===== config.mk =====
export PLATFORM = sky130hd
export DESIGN_NAME = cpu_port_rom_bank_decoder_top
export DESIGN_NICKNAME = d
export VERILOG_FILES = /design/src/design/cpbd_pkg.sv /design/src/design/cpbd_regs.sv /design/src/design/cpbd_decode.sv /design/src/design/cpu_port_rom_bank_decoder_top.sv
export SDC_FILE = /design/constraint.sdc
export NUM_CORES = 1
export LEC_CHECK = 0
export ABC_AREA = 1
export BUFFER_PORTS_ARGS = -buffer_cell sky130_fd_sc_hd__buf_4
export CORE_ASPECT_RATIO = 0.5
export CORE_UTILIZATION = 28
export CTS_CLUSTER_DIAMETER = 100
export DETAILED_ROUTE_END_ITERATION = 10
export SYNTH_ARGS = -nofsm -noshare
export SYNTH_HDL_FRONTEND = slang
export SYNTH_SLANG_ARGS = --single-unit

===== constraint.sdc =====
create_clock -name clk -period 2.15 [get_ports clk]
set_input_delay 0.43 -clock clk [delete_from_list [all_inputs] [get_ports clk]]
set_output_delay 0.43 -clock clk [all_outputs]
set_load 0.05 [all_outputs]

===== src/design/cpbd_pkg.sv =====
// Shared types and constants for the CPU port / ROM bank decoder.
// Used by cpbd_regs, cpbd_decode and cpu_port_rom_bank_decoder_top.
package cpbd_pkg;

  // Result source codes
  localparam logic [2:0] SRC_NONE   = 3'd0;
  localparam logic [2:0] SRC_DIR    = 3'd1;
  localparam logic [2:0] SRC_PORT   = 3'd2;
  localparam logic [2:0] SRC_BASIC  = 3'd3;
  localparam logic [2:0] SRC_CHAR   = 3'd4;
  localparam logic [2:0] SRC_KERNAL = 3'd5;

  // Access kinds
  localparam logic OP_READ  = 1'b0;
  localparam logic OP_WRITE = 1'b1;

  // Configuration register indexes
  localparam logic [1:0] CFG_BASIC_SIZE  = 2'd0;
  localparam logic [1:0] CFG_KERNAL_SIZE = 2'd1;
  localparam logic [1:0] CFG_CHAR_PRESENT = 2'd2;
  localparam logic [1:0] CFG_CHAR_MASK   = 2'd3;

  // Port addresses
  localparam logic [19:0] ADDR_DIR  = 20'h00000;
  localparam logic [19:0] ADDR_PORT = 20'h00001;

  // ROM windows by upper address bits: 0xA000-0xBFFF, 0xD000-0xDFFF, 0xE000-0xFFFF
  localparam logic [6:0] BASIC_BLOCK  = 7'h05;
  localparam logic [7:0] CHAR_PAGE    = 8'h0D;
  localparam logic [6:0] KERNAL_BLOCK = 7'h07;

  // MAP block bits and ROM-select bits
  localparam int MAP_BASIC_BIT  = 5;
  localparam int MAP_CHAR_BIT   = 6;
  localparam int MAP_KERNAL_BIT = 7;
  localparam int RSEL_BASIC_BIT  = 4;
  localparam int RSEL_KERNAL_BIT = 7;

  // Port bank bits
  localparam int LORAM_BIT  = 0;
  localparam int HIRAM_BIT  = 1;
  localparam int CHAREN_BIT = 2;

  // Reset values
  localparam logic [7:0]  DIR_RESET         = 8'h2F;
  localparam logic [7:0]  LATCH_RESET       = 8'h37;
  localparam logic [13:0] ROM_SIZE_RESET    = 14'd8192;
  localparam logic        CHAR_PRESENT_RESET = 1'b1;
  localparam logic [11:0] CHAR_MASK_RESET   = 12'hFFF;

  typedef struct packed {
    logic [13:0] basic_size;
    logic [13:0] kernal_size;
    logic        char_rom_present;
    logic [11:0] char_offset_mask;
  } cfg_t;

  typedef struct packed {
    logic [7:0] direction;
    logic [7:0] latch;
  } port_t;

  typedef struct packed {
    logic        op;
    logic [19:0] addr;
    logic [7:0]  wdata;
    logic [7:0]  rom_select;
    logic [7:0]  map_enables;
  } access_t;

  typedef struct packed {
    logic        claimed;
    logic [2:0]  source;
    logic [12:0] rom_offset;
    logic [7:0]  rdata;
  } result_t;

  typedef struct packed {
    logic       dir_wr;
    logic       latch_wr;
    logic [7:0] data;
  } port_wr_t;

endpackage


===== src/design/cpbd_regs.sv =====
// Configuration registers and the processor port direction/output latches.
// Depends on cpbd_pkg.
module cpbd_regs import cpbd_pkg::*; (
  input  logic        clk,
  input  logic        rst,
  input  logic        cfg_wr,
  input  logic [1:0]  cfg_index,
  input  logic [13:0] cfg_data,
  input  port_wr_t    port_wr,
  output cfg_t        cfg,
  output port_t       port
);

  always_ff @(posedge clk) begin
    if (rst) begin
      cfg.basic_size       <= ROM_SIZE_RESET;
      cfg.kernal_size      <= ROM_SIZE_RESET;
      cfg.char_rom_present <= CHAR_PRESENT_RESET;
      cfg.char_offset_mask <= CHAR_MASK_RESET;
    end else if (cfg_wr) begin
      case (cfg_index)
        CFG_BASIC_SIZE:   cfg.basic_size       <= cfg_data;
        CFG_KERNAL_SIZE:  cfg.kernal_size      <= cfg_data;
        CFG_CHAR_PRESENT: cfg.char_rom_present <= cfg_data[0];
        CFG_CHAR_MASK:    cfg.char_offset_mask <= cfg_data[11:0];
        default: ;
      endcase
    end
  end

  always_ff @(posedge clk) begin
    if (rst) begin
      port.direction <= DIR_RESET;
      port.latch     <= LATCH_RESET;
    end else begin
      if (port_wr.dir_wr) port.direction <= port_wr.data;
      if (port_wr.latch_wr) port.latch <= port_wr.data;
    end
  end

endmodule


===== src/design/cpbd_decode.sv =====
// Address decode for one bus access: port reads/writes and ROM window selection.
// Depends on cpbd_pkg.
module cpbd_decode import cpbd_pkg::*; (
  input  access_t  acc,
  input  cfg_t     cfg,
  input  port_t    port,
  output result_t  res,
  output port_wr_t port_wr
);

  logic [7:0]  eff;
  logic        loram, hiram, charen;
  logic        is_dir, is_port;
  logic        basic_hit, char_hit, kernal_hit;
  logic [12:0] char_off;

  always_comb begin
    // input bits of the port float high
    eff    = (port.latch & port.direction) | ~port.direction;
    loram  = eff[LORAM_BIT];
    hiram  = eff[HIRAM_BIT];
    charen = eff[CHAREN_BIT];

    is_dir  = (acc.addr == ADDR_DIR);
    is_port = (acc.addr == ADDR_PORT);

    // offset below size also rules out an absent ROM
    basic_hit = (acc.addr[19:13] == BASIC_BLOCK) && !acc.map_enables[MAP_BASIC_BIT]
              && (acc.rom_select[RSEL_BASIC_BIT] || (hiram && loram))
              && ({1'b0, acc.addr[12:0]} < cfg.basic_size);
    char_hit = (acc.addr[19:12] == CHAR_PAGE) && hiram && !charen
             && cfg.char_rom_present && !acc.map_enables[MAP_CHAR_BIT];
    kernal_hit = (acc.addr[19:13] == KERNAL_BLOCK) && !acc.map_enables[MAP_KERNAL_BIT]
               && (acc.rom_select[RSEL_KERNAL_BIT] || hiram)
               && ({1'b0, acc.addr[12:0]} < cfg.kernal_size);
    char_off = {1'b0, acc.addr[11:0] & cfg.char_offset_mask};

    port_wr.dir_wr   = (acc.op == OP_WRITE) && is_dir;
    port_wr.latch_wr = (acc.op == OP_WRITE) && is_port;
    port_wr.data     = acc.wdata;

    res = '0;
    if (acc.op == OP_WRITE) begin
      if (is_dir) begin
        res.claimed = 1'b1;
        res.source  = SRC_DIR;
      end else if (is_port) begin
        res.claimed = 1'b1;
        res.source  = SRC_PORT;
      end
    end else if (is_dir) begin
      res.claimed = 1'b1;
      res.source  = SRC_DIR;
      res.rdata   = port.direction;
    end else if (is_port) begin
      res.claimed = 1'b1;
      res.source  = SRC_PORT;
      res.rdata   = eff;
    end else if (basic_hit) begin
      res.claimed    = 1'b1;
      res.source     = SRC_BASIC;
      res.rom_offset = acc.addr[12:0];
    end else if (char_hit) begin
      res.claimed    = 1'b1;
      res.source     = SRC_CHAR;
      res.rom_offset = char_off;
    end else if (kernal_hit) begin
      res.claimed    = 1'b1;
      res.source     = SRC_KERNAL;
      res.rom_offset = acc.addr[12:0];
    end
  end

endmodule


===== src/design/cpu_port_rom_bank_decoder_top.sv =====
// Top level of the CPU port / ROM bank decoder: stream handshake and result register.
// Depends on cpbd_pkg, cpbd_regs and cpbd_decode.

// One bus access is taken per clock while the output is empty or being taken, and its
// result appears in the cycle after from a single result register, which
// also lets a new item in while the held result is being taken in the same
// cycle. Port latch writes take effect for the very next item. Configuration
// writes are always accepted (cfg_ready is high) and should be made while the
// block is idle. Outside the block: the ROM contents, addressed by rom_offset.
module cpu_port_rom_bank_decoder_top import cpbd_pkg::*; (
  input  logic        clk,
  input  logic        rst,
  input  logic        s_axis_tvalid,
  output logic        s_axis_tready,
  input  logic [47:0] s_axis_tdata,   // addr[19:0], wdata[27:20], rom_select[35:28],
                                      // map_enables[43:36], zero [47:44]
  input  logic        s_axis_tuser,   // op
  output logic        m_axis_tvalid,
  input  logic        m_axis_tready,
  output logic [23:0] m_axis_tdata,   // claimed[0], rom_offset[13:1], rdata[21:14],
                                      // zero [23:22]
  output logic [2:0]  m_axis_tuser,   // source
  input  logic        cfg_valid,
  output logic        cfg_ready,
  input  logic [1:0]  cfg_index,
  input  logic [13:0] cfg_data
);

  access_t  acc;
  cfg_t     cfg;
  port_t    port;
  result_t  res_next;
  result_t  res;
  port_wr_t dec_wr;
  port_wr_t port_wr;
  logic     accept;

  assign cfg_ready     = 1'b1;
  assign s_axis_tready = !m_axis_tvalid || m_axis_tready;
  assign accept        = s_axis_tvalid && s_axis_tready;

  assign acc.op          = s_axis_tuser;
  assign acc.addr        = s_axis_tdata[19:0];
  assign acc.wdata       = s_axis_tdata[27:20];
  assign acc.rom_select  = s_axis_tdata[35:28];
  assign acc.map_enables = s_axis_tdata[43:36];

  // latch writes only land with an accepted item
  assign port_wr.dir_wr   = dec_wr.dir_wr && accept;
  assign port_wr.latch_wr = dec_wr.latch_wr && accept;
  assign port_wr.data     = dec_wr.data;

  cpbd_regs u_regs (
    .clk       (clk),
    .rst       (rst),
    .cfg_wr    (cfg_valid && cfg_ready),
    .cfg_index (cfg_index),
    .cfg_data  (cfg_data),
    .port_wr   (port_wr),
    .cfg       (cfg),
    .port      (port)
  );

  cpbd_decode u_decode (
    .acc     (acc),
    .cfg     (cfg),
    .port    (port),
    .res     (res_next),
    .port_wr (dec_wr)
  );

  always_ff @(posedge clk) begin
    if (rst) begin
      m_axis_tvalid <= 1'b0;
    end else if (accept) begin
      m_axis_tvalid <= 1'b1;
    end else if (m_axis_tready) begin
      m_axis_tvalid <= 1'b0;
    end
  end

  always_ff @(posedge clk) begin
    if (accept) begin
      res <= res_next;
    end
  end

  assign m_axis_tdata = {2'b00, res.rdata, res.rom_offset, res.claimed};
  assign m_axis_tuser = res.source;

  a_unclaimed_empty: assert property (@(posedge clk) disable iff (rst)
    m_axis_tvalid && !res.claimed |->
      res.source == SRC_NONE && res.rom_offset == '0 && res.rdata == '0)
    else $error("unclaimed result carries data");

  a_rdata_port_only: assert property (@(posedge clk) disable iff (rst)
    m_axis_tvalid && res.rdata != '0 |-> res.source == SRC_DIR || res.source == SRC_PORT)
    else $error("rdata set for a ROM or empty source");

  a_offset_rom_only: assert property (@(posedge clk) disable iff (rst)
    m_axis_tvalid && res.rom_offset != '0 |->
      res.source == SRC_BASIC || res.source == SRC_CHAR || res.source == SRC_KERNAL)
    else $error("rom_offset set for a non-ROM source");

  a_dir_write: assert property (@(posedge clk) disable iff (rst)
    accept && acc.op == OP_WRITE && acc.addr == ADDR_DIR |=> port.direction == $past(acc.wdata))
    else $error("direction latch write lost");

  a_result_follows_accept: assert property (@(posedge clk) disable iff (rst)
    accept |=> m_axis_tvalid)
    else $error("accepted item produced no result");

endmodule


==> metrics.md, run 1 <==
| Metric | Value |
|---|---|
| Primary FF master, synth | `dfxtp_1` |
| Final std cells w/o fill | `853` |
| Hold Startpoint | `s_axis_tdata[20]` |
| Post-synth EDFFs | `25` |
| Synth area leader | `dfxtp_1` |
| Post-CTS Hold Buffers | `0` |
| Lkg Pwr | `2.69 nW` |
| Largest family of logic cells by synthesized area | `simple AND/OR/NAND/NOR gates` |
| Top layer in use | `met4` |
| Post-Synthesis Cells | `564` |
| DR vias | `about 3800` |
| Cts bufs inserted | `9` |
| H-tree levels | `3` |
| Average routed wire per standard cell | `12.8 um` |
| Comb pwr share | `13.4%` |
| # diodes | `0` |
| Largest net degree at the start of global routing | `53` |
| Sequential Power Share | `42.1%` |
| Die Span Y | `90.2 um` |
| Clk buf depth | `2` |
| Routed wire length | `10.9 mm` |
| Hold Vio Cnt, Final | `0` |
| Yosys cell types | `34` |
| Grt ovf | `0` |
| Worst setup startpoint | `u_regs.cfg[25]$_SDFFE_PP0P_` |
| Ys async rst share | `0%` |
| Mux contribution to synthesized area | `0%` |
| Critical Path AT | `2.05 ns` |
| Relative slew slack | `49.4%` |
| DRT iter0 DRCs | `245` |
| Row cnt | `31` |
| Slowest CP cell | `dfxtp_1` |
| Mapped Area | `0.00436 mm^2` |
| Clock power frac | `44.5%` |
| FMAX | `513 MHz` |
| Starting Density | `29.4%` |
| Final net count | `744` |
| RePlAce Congestion | `0.824` |
| Die Wd | `178 um` |
| Int Power | `slightly above 0.003 W` |
| VDD IR max | `0.338 mV` |
| Yosys warning total | `0` |
| Root buf cell | `clkbuf_16` |
| Die area | `~0.016 mm^2` |
| Slowest stage delay, CP | `0.30 ns` |
| Clk slew on worst S/H paths | `0.06 ns` |
| Switching pwr | `approximately 0.0010 W` |
| Slew @ Worst Pin | `about 0.76 ns` |
| TritonRoute pass-1 iters | `4` |
| Complex-gate fraction of the synthesized area | `between 10% and 20%` |
| Area growth from synthesis to layout | `27.7%` |
| PD cells | `about 720 mW/mm^2` |
| Share of layout cells above drive strength 1 | `21.4%` |
| Drc violations | `0` |
| Clock sink count | `just over 80` |
| Initial antenna violation count | `0` |
| Critical Path Source Type | `flip-flop` |
| Post-synthesis xor/xnor area fraction | `0%` |
| Fill count | `1499` |
| Met2 routed WL | `~4.7 mm` |
| Post-route ant nets | `0` |
| FF+latch count, synth | `83` |
| IO Count | `100` |
| Number of max-cap violations | `0` |
| CP required | `2.25 ns` |
| Status | `complete, no violations` |
| Core Box Area | `0.0148 mm^2` |
| CTS tree | `yes` |
| Register-to-Register Setup Slack | `0.20 ns` |
| Final setup fails | `0` |
| Area after DPL | `0.00521 mm^2` |
| Post-CTS Resized | `0` |
| PortBufs | `81` |
| Net switching fraction of the power | `roughly 25%` |
| Post-CTS Setup Inserts | `0` |
| Register area share after synthesis | `43.9%` |
| First-pass GRT wire length | `around 18 mm` |
| Share of the synthesized area in the top cell type | `26.7%` |
| M1 wire length | `between 5 and 6 mm` |
| Skew-Pair Late Insertion Delay | `0.34 ns` |
| Tot GR Track Use | `14.1%` |
| Crit. End Element | `flip-flop` |
| Max-slew violations | `0` |
| WS Path Type | `reg2reg` |
| Fin crit share | `90.6%` |
| Number of global-route vias before repair | `3626` |
| Dpl cells | `837` |
| Crit-path max FO | `15` |
| Met3 wire len | `494 um` |
| Clk_skew | `0.00939 ns` |
| Adder-cell share of the synthesized area | `6.89%` |
| DP HPWL | `8.56 mm` |
| Top cells by area, synth | `dfxtp_1, edfxtp_1, nand2_1` |
| Final Util | `between 30% and 40%` |
| Worst R2R Start | `u_regs.cfg[25]$_SDFFE_PP0P_` |
| Hold Path Class | `in2reg` |
| Crit-path cells | `inv_1, ha_1, inv_1, nor3_1, nand2_1, nor2_1, nand2_1, nand3b_4, nand3_1, nand2_1, inv_1` |
| Avg Inst Size Synth | `between 7 and 8 um^2` |
| Post-route cell area | `0.00556 mm^2` |
| Synth Area in Simple Gates | `26.2%` |
| Drt via density | `4.51` |
| Period minus WS final | `1.95 ns` |
| Unrepaired setup endpoints after global routing | `no` |
synth_stat cells (2+ instances only):
library cell,number
dfxtp_1,58
nand2_2,4
o21ai_0,39
nor2_2,4
nor2_1,48
nand3_1,39
clkbuf_1,8
buf_4,4
ha_1,24
buf_6,3
inv_1,88
o21ai_1,6
nor2_4,3
inv_2,5
nand4_1,17
nor3_1,2
conb_1,2
nor3_2,5
nand3_4,2
nand2_1,113
o211ai_1,2
buf_2,5
edfxtp_1,25
a21oi_1,48
power groups by stage:
stage | sequential [W] | clock [W] | combinational (W)
floorplan | 0.00181 | 0 | 0.000244
global placement | 0.00173 | 0 | 0.000533
detailed placement | 0.00173 | 0 | 0.000539
CTS | 0.00170 | 0.00182 | 0.000544
global route | 0.00170 | 0.00188 | 0.000598
finish | 0.00170 | 0.00179 | 0.000539
through the flow:
stage                     setup TNS, ns  power, W  hold slack, ns  worst slack [ns]
after floorplan                       0   0.00205           0.429             0.149
after detailed placement        -0.0478   0.00227           0.446           -0.0242
after CTS                             0   0.00406           0.302             0.189
final                                 0   0.00403           0.311             0.202
after global placement          -0.0367   0.00226           0.443           -0.0205
after global routing                  0   0.00418           0.315            0.0473
cells by family after synthesis:
logic type / after synthesis
buffers and inverters: 115
DFF: 83
and+or+nand+nor: 241
other: 2
AOI/OAI and AO/OA: 99
adders and majority gates: 24
critical path: cells and delay by family, from the launching register on:
| kind | cells | cell delay [ns] |
|---|---|---|
| and+or+nand+nor | 7 | 0.99 |
| buffers and inverters | 3 | 0.14 |
| DFF | 1 | 0.30 |
| adders and majority gates | 1 | 0.26 |
area by class of cell:
class	instances	area, um^2	area share (%)
Multi-Input combinational cell	367	1980	35.5
Sequential cell	83	1910	34.4
Timing Repair Buffer	95	726	13.0
Inverter	94	355	6.39
Tap cell	198	248	4.45
Clock buffer	9	225	4.05
Clock inverter	7	121	2.18
per-layer routing:
metal | track usage (%) | vias to the layer above
li1 | - | 1994
met1 | 19.2 | 1773
met2 | 21.6 | 68
met3 | 3.47 | 11
met4 | 4.80 | 0
met5 | 0 | -
placed cells by master, fill, tap and decap left out, drive strengths merged, types with 3 or more instances in the layout:
master | netlist | layout
nor3 | 7 | 7
clkbuf | 8 | 9
edfxtp | 25 | 25
ha | 24 | 24
nand3 | 41 | 41
o211ai | 3 | 3
buf | 13 | 95
a21oi | 49 | 49
conb | 2 | 3
o21ai | 45 | 45
nand4 | 17 | 17
nor2 | 56 | 56
bufinv | 0 | 3
inv | 94 | 97
dfxtp | 58 | 58
nand2 | 118 | 118
sequential cells by signal, summed over array words and instances (netlist names):
name / flops
m_axis_tdata: 22
u_regs.cfg: 41
m_axis_tuser: 3
u_regs.port: 16
m_axis_tvalid: 1
worst paths after layout:
path	endpoint	cells after the start
setup / recovery	m_axis_tdata[2]$_SDFFCE_PP0P_	11
hold / removal	u_regs.port[0]$_SDFFE_PP1P_	3
setup reg to reg	m_axis_tdata[2]$_SDFFCE_PP0P_	11
hold reg to reg	u_regs.cfg[7]$_SDFFE_PP1P_	2
No activity file was read; power rests on OpenSTA's default activity.
==> inputs of run 2 (changes only) <==
CTS_BUF_LIST = sky130_fd_sc_hd__clkbuf_4   (was not set)
==> run 2 against run 1 <==
Final area down 2.8%. Flip-flop and latch count did not move. Maximum frequency rose by 0.50%. Die area unchanged. Clock power down 35%. Via count decreased by 0.13%. First-iteration DRC count up 8.6%. Largest power group is now sequential cells. Utilization decreased by 1.1 points. Final cell count unchanged. Sequential power about the same. Hold slack worse by 0.12 ns. Total power shrank 16%. Largest cell class unchanged.
==> metrics.md, run 2 (synthesized netlist as in run 1, its figures left out) <==
| Metric | Value |
|---|---|
| DP HPWL | `8.56 mm` |
| Critical Path Source Type | `flip-flop` |
| Hold Path Class | `in2reg` |
| Row cnt | `31` |
| Max FFs per register | `41` |
| DRT iter0 DRCs | `about 270` |
| TritonRoute pass-1 iters | `5` |
| Number of global-route vias before repair | `between 3000 and 4000` |
| Average routed wire per standard cell | `12.7 um` |
| Routed wire length | `10.8 mm` |
| Clk buf depth | `2` |
| Critical Path AT | `2.14 ns` |
| Share of layout cells above drive strength 1 | `21.4%` |
| Fin crit share | `90.2%` |
| Grt ovf | `0` |
| Most flops, register | `u_regs.cfg` |
| Root buf cell | `clkbuf_4` |
| Status | `complete, no violations` |
| Post-route cell area | `0.00541 mm^2` |
| Relative slew slack | `49.3%` |
| DR vias | `around 3800` |
| Tot GR Track Use | `around 14%` |
| Post-route ant nets | `0` |
| Worst Reg-to-Reg Cells | `11` |
| Fill count | `between 1500 and 2000` |
| Cts bufs inserted | `9` |
| Clk slew on worst S/H paths | `about 0.15 ns` |
| Die Span Y | `between 90 and 100 um` |
| H-tree levels | `3` |
| WS Path Type | `reg2reg` |
| Crit-path cells | `inv_1, ha_1, inv_1, nor3_1, nand2_1, nor2_1, nand2_1, nand3b_4, nand3_1, nand2_1, inv_1` |
| Crit. End Element | `flip-flop` |
| Clk_skew | `0.0277 ns` |
| Die Wd | `178 um` |
| Area after DPL | `0.00521 mm^2` |
| RePlAce Congestion | `~0.82` |
| Commonest cells after routing, fill and taps aside | `nand2_1, buf_4, inv_1, dfxtp_1` |
| Slowest CP cell | `dfxtp_1` |
| Core Box Area | `0.0148 mm^2` |
| PortBufs | `roughly 80` |
| Largest net degree at the start of global routing | `between 50 and 60` |
| CTS tree | `yes` |
| Final Util | `36.5%` |
| Die area | `roughly 0.016 mm^2` |
| Drt via density | `4.50` |
| Max-slew violations | `0` |
| Commonest non-fill, non-tap cell in the layout | `nand2_1` |
| VDD IR max | `0.287 mV` |
| Period minus WS final | `around 1.9 ns` |
| Slowest stage delay, CP | `0.33 ns` |
| Drc violations | `0` |
| Initial antenna violation count | `0` |
| Crit-path max FO | `15` |
| Final net count | `744` |
| Post-CTS Setup Inserts | `0` |
| CP required | `between 2 and 2.5 ns` |
| Unrepaired setup endpoints after global routing | `no` |
| Clock sink count | `just over 80` |
| Area growth from synthesis to layout | `24.1%` |
| Final setup fails | `0` |
| FMAX | `516 MHz` |
| Worst hold stages | `2` |
| PD cells | `~630 mW/mm^2` |
| Lkg Pwr | `2.63 nW` |
| Hold Vio Cnt, Final | `0` |
| Number of max-cap violations | `0` |
| First-pass GRT wire length | `17.4 mm` |
| Starting Density | `between 20 and 30%` |
| Slew @ Worst Pin | `0.760 ns` |
| IO Count | `100` |
| Skew-Pair Late Insertion Delay | `0.45 ns` |
| # diodes | `0` |
| Post-CTS Hold Buffers | `0` |
| Register-to-Register Setup Slack | `about 0.21 ns` |
[run 2: cell count changes in the layout (fill, tap and decap cells not counted)]
cell,previous run,this run
clkbuf_4,0,9
clkbuf_16,9,0
[run 2: metrics by stage]
step / TNS [ns] / std cells / hold WS, ns / total power (W) / setup slack [ns]
floorplan: 0 / 565 / 0.429 / 0.00205 / 0.149
global placement: -0.0367 / 837 / 0.443 / 0.00226 / -0.0205
detailed placement: -0.0478 / 837 / 0.446 / 0.00227 / -0.0242
CTS: 0 / 853 / 0.177 / 0.00343 / 0.178
global route: 0 / 853 / 0.168 / 0.00355 / 0.0505
finish: 0 / 853 / 0.190 / 0.00340 / 0.212
[run 2: timing repair]
item                                   CTS  global route
resized for setup                        0             1
setup endpoints to repair                0             2
endpoints found under the hold margin    0             0
[run 2: worst paths after layout]
path,to,from
min,m_axis_tvalid$_SDFFE_PP0P_,rst
min reg2reg,u_regs.cfg[17]$_SDFFE_PP0P_,u_regs.cfg[17]$_SDFFE_PP0P_
max reg2reg,m_axis_tdata[12]$_SDFFCE_PP0P_,u_regs.cfg[25]$_SDFFE_PP0P_
max,m_axis_tdata[12]$_SDFFCE_PP0P_,u_regs.cfg[25]$_SDFFE_PP0P_
[run 2: per-layer routing]
| metal | vias to the layer above | wire length [um] | track usage, % |
|---|---|---|---|
| li1 | 1999 | - | - |
| met1 | 1766 | 5340 | 18.9 |
| met2 | 72 | 4840 | 21.7 |
| met3 | 4 | 606 | 3.55 |
| met4 | 0 | 50 | 4.03 |
| met5 | - | 0 | 0 |
[run 2: cell type report]
class	count	area, um^2	share of cell area [%]
clock inverters	7	121	2.25
well taps	198	248	4.58
repair buffers	95	726	13.4
clock buffers	9	67.6	1.25
inverters	94	355	6.57
multi-input cells	367	1980	36.6
flip-flops and latches	83	1910	35.4
[run 2: worst max-delay path, delay by kind of cell (launching register included)]
kind / cells / cell delay, ns
buf+inv: 3 / 0.13
simple gates: 7 / 0.98
flops: 1 / 0.33
fa+ha+maj: 1 / 0.26
[run 2: report_power, final]
part / total, W / switching, W / leakage (nW) / internal [W]
combinational: 0.000538 / 0.000340 / 1.80 / 0.000198
sequential: 0.00170 / 0.0000226 / 0.727 / 0.00167
clock: 0.00117 / 0.000569 / 0.0975 / 0.000597
total: 0.00340 / 0.000931 / 2.63 / 0.00247
==> inputs of run 3 (changes only) <==
==> constraint.sdc (replaced) <==
create_clock -name clk -period 2.15 [get_ports clk]
set_input_delay 0.3225 -clock clk [delete_from_list [all_inputs] [get_ports clk]]
set_output_delay 0.3225 -clock clk [all_outputs]
set_load 0.05 [all_outputs]
==> run 3 against run 2 <==
Critical path depth is the same. Setup slack improved by 0.013 ns. Maximum frequency is 0.65% higher. Die area stayed put. Combinational power shrank 1%. Largest cell class unchanged.
==> metrics.md, run 3 (synthesized netlist as in run 1, its figures left out) <==
| Metric | Value |
|---|---|
| Clock sink count | `just over 80` |
| Routed wire length | `10.6 mm` |
| Post-route cell area | `between 0.005 and 0.006 mm^2` |
| Area growth from synthesis to layout | `21.3%` |
| Clk slew on worst S/H paths | `approximately 0.15 ns` |
| Clk_skew | `0.0210 ns` |
| Share of layout cells above drive strength 1 | `20.3%` |
| Number of max-cap violations | `0` |
| Hold Path Class | `in2reg` |
| TritonRoute pass-1 iters | `4` |
| # diodes | `0` |
| Fin worst setup slack | `0.224 ns` |
| Clk buf depth | `2` |
| DP Worst Slack | `about 0.11 ns` |
| DP HPWL | `roughly 8.4 mm` |
| Hold Vio Cnt, Final | `0` |
| Tot GR Track Use | `13.7%` |
| Max FFs per register | `41` |
| Unrepaired setup endpoints after global routing | `no` |
| PortBufs | `81` |
| Final setup fails | `0` |
| Critical Path AT | `2.13 ns` |
| FMAX | `519 MHz` |
| Average routed wire per standard cell | `12.6 um` |
| Crit. End Element | `flip-flop` |
| Post-CTS Hold Buffers | `0` |
| Grt ovf | `0` |
| Final std cells w/o fill | `between 800 and 900` |
| Fin crit share | `89.6%` |
| Largest net degree at the start of global routing | `53` |
| Crit-path max FO | `15` |
| CP required | `2.35 ns` |
| Setup TNS | `0 ns` |
| Dpl cells | `828` |
| Drt via density | `about 4.4` |
| Skew-Pair Late Insertion Delay | `0.44 ns` |
| Die Span Y | `90.2 um` |
| Area after DPL | `0.00514 mm^2` |
| Drc violations | `0` |
| WHS | `0.0917 ns` |
| Commonest cells after routing, fill and taps aside | `nand2_1, inv_1, buf_4, dfxtp_1` |
| Row cnt | `31` |
| Slew @ Worst Pin | `0.746 ns` |
| Starting Density | `29.4%` |
| WS Path Type | `reg2reg` |
| IO Count | `100` |
| Post-route ant nets | `0` |
| RePlAce Congestion | `approximately 0.83` |
| Final net count | `between 700 and 800` |
| Max-slew violations | `0` |
| VDD IR max | `0.214 mV` |
| CTS tree | `yes` |
| Critical Path Source Type | `flip-flop` |
| Period minus WS final | `1.93 ns` |
| Post-CTS Resized | `0` |
| Cts bufs inserted | `9` |
| Die area | `0.0161 mm^2` |
| Most flops, register | `u_regs.cfg` |
| Root buf cell | `clkbuf_4` |
| H-tree levels | `3` |
| Lkg Pwr | `2.56 nW` |
| Initial antenna violation count | `0` |
| DRT iter0 DRCs | `183` |
| DR vias | `between 3000 and 4000` |
| PD cells | `596 mW/mm^2` |
| Post-CTS Setup Inserts | `0` |
| Die Wd | `178 um` |
| Status | `complete, no violations` |
| Relative slew slack | `about 50%` |
| Number of global-route vias before repair | `3430` |
| Commonest non-fill, non-tap cell in the layout | `nand2_1` |
| Core Box Area | `0.0148 mm^2` |
| First-pass GRT wire length | `around 17 mm` |
## run 3: power by group
part           internal, W  total (W)  switching, W
Sequential         0.00167    0.00169     0.0000219
Combinational     0.000192   0.000530      0.000337
Clock             0.000361   0.000928      0.000567
## run 3: worst paths after layout
kind,start,endpoint,slack [ns],cells after the start
setup / recovery,u_regs.cfg[25]$_SDFFE_PP0P_,m_axis_tdata[2]$_SDFFCE_PP0P_,0.22,11
hold reg to reg,u_regs.cfg[33]$_SDFFE_PP0P_,u_regs.cfg[33]$_SDFFE_PP0P_,0.47,2
hold / removal,rst,m_axis_tvalid$_SDFFE_PP0P_,0.09,2
setup reg to reg,u_regs.cfg[25]$_SDFFE_PP0P_,m_axis_tdata[2]$_SDFFCE_PP0P_,0.22,11
## run 3: worst max-delay path, cell delays in order, from the launching register on
cell and delay [ns]:
dfxtp_1 0.33, inv_1 0.05, ha_1 0.27, inv_1 0.04
nor3_1 0.26, nand2_1 0.08, nor2_1 0.09, nand2_1 0.12
nand3b_4 0.20, nand3_1 0.10, nand2_1 0.09, inv_1 0.04
## run 3: through the flow
stage / utilization [%] / total power [W]
6_report: 35.7 / 0.00315
5_1_grt: 35.7 / 0.00330
4_1_cts: 35.7 / 0.00319
3_5_place_dp: 34.7 / 0.00226
3_3_place_gp: 34.7 / 0.00226
2_1_floorplan: - / 0.00205
## run 3: layer usage
layer | global-route usage (%) | up-vias | wire (um)
li1 | - | 1983 | -
met1 | 18.7 | 1677 | 5300
met2 | 21.1 | 69 | 4610
met3 | 3.60 | 13 | 607
met4 | 3.88 | 0 | 135
met5 | 0 | - | 0
## run 3: layout make-up
class                      instances  area, um^2
fill                            1593        9530
multi-input combinational        367        1970
sequential                        83        1910
timing repair buffer              86         658
inverter                          94         355
tap                              198         248
clock inverter                     7        73.8
clock buffer                       9        67.6
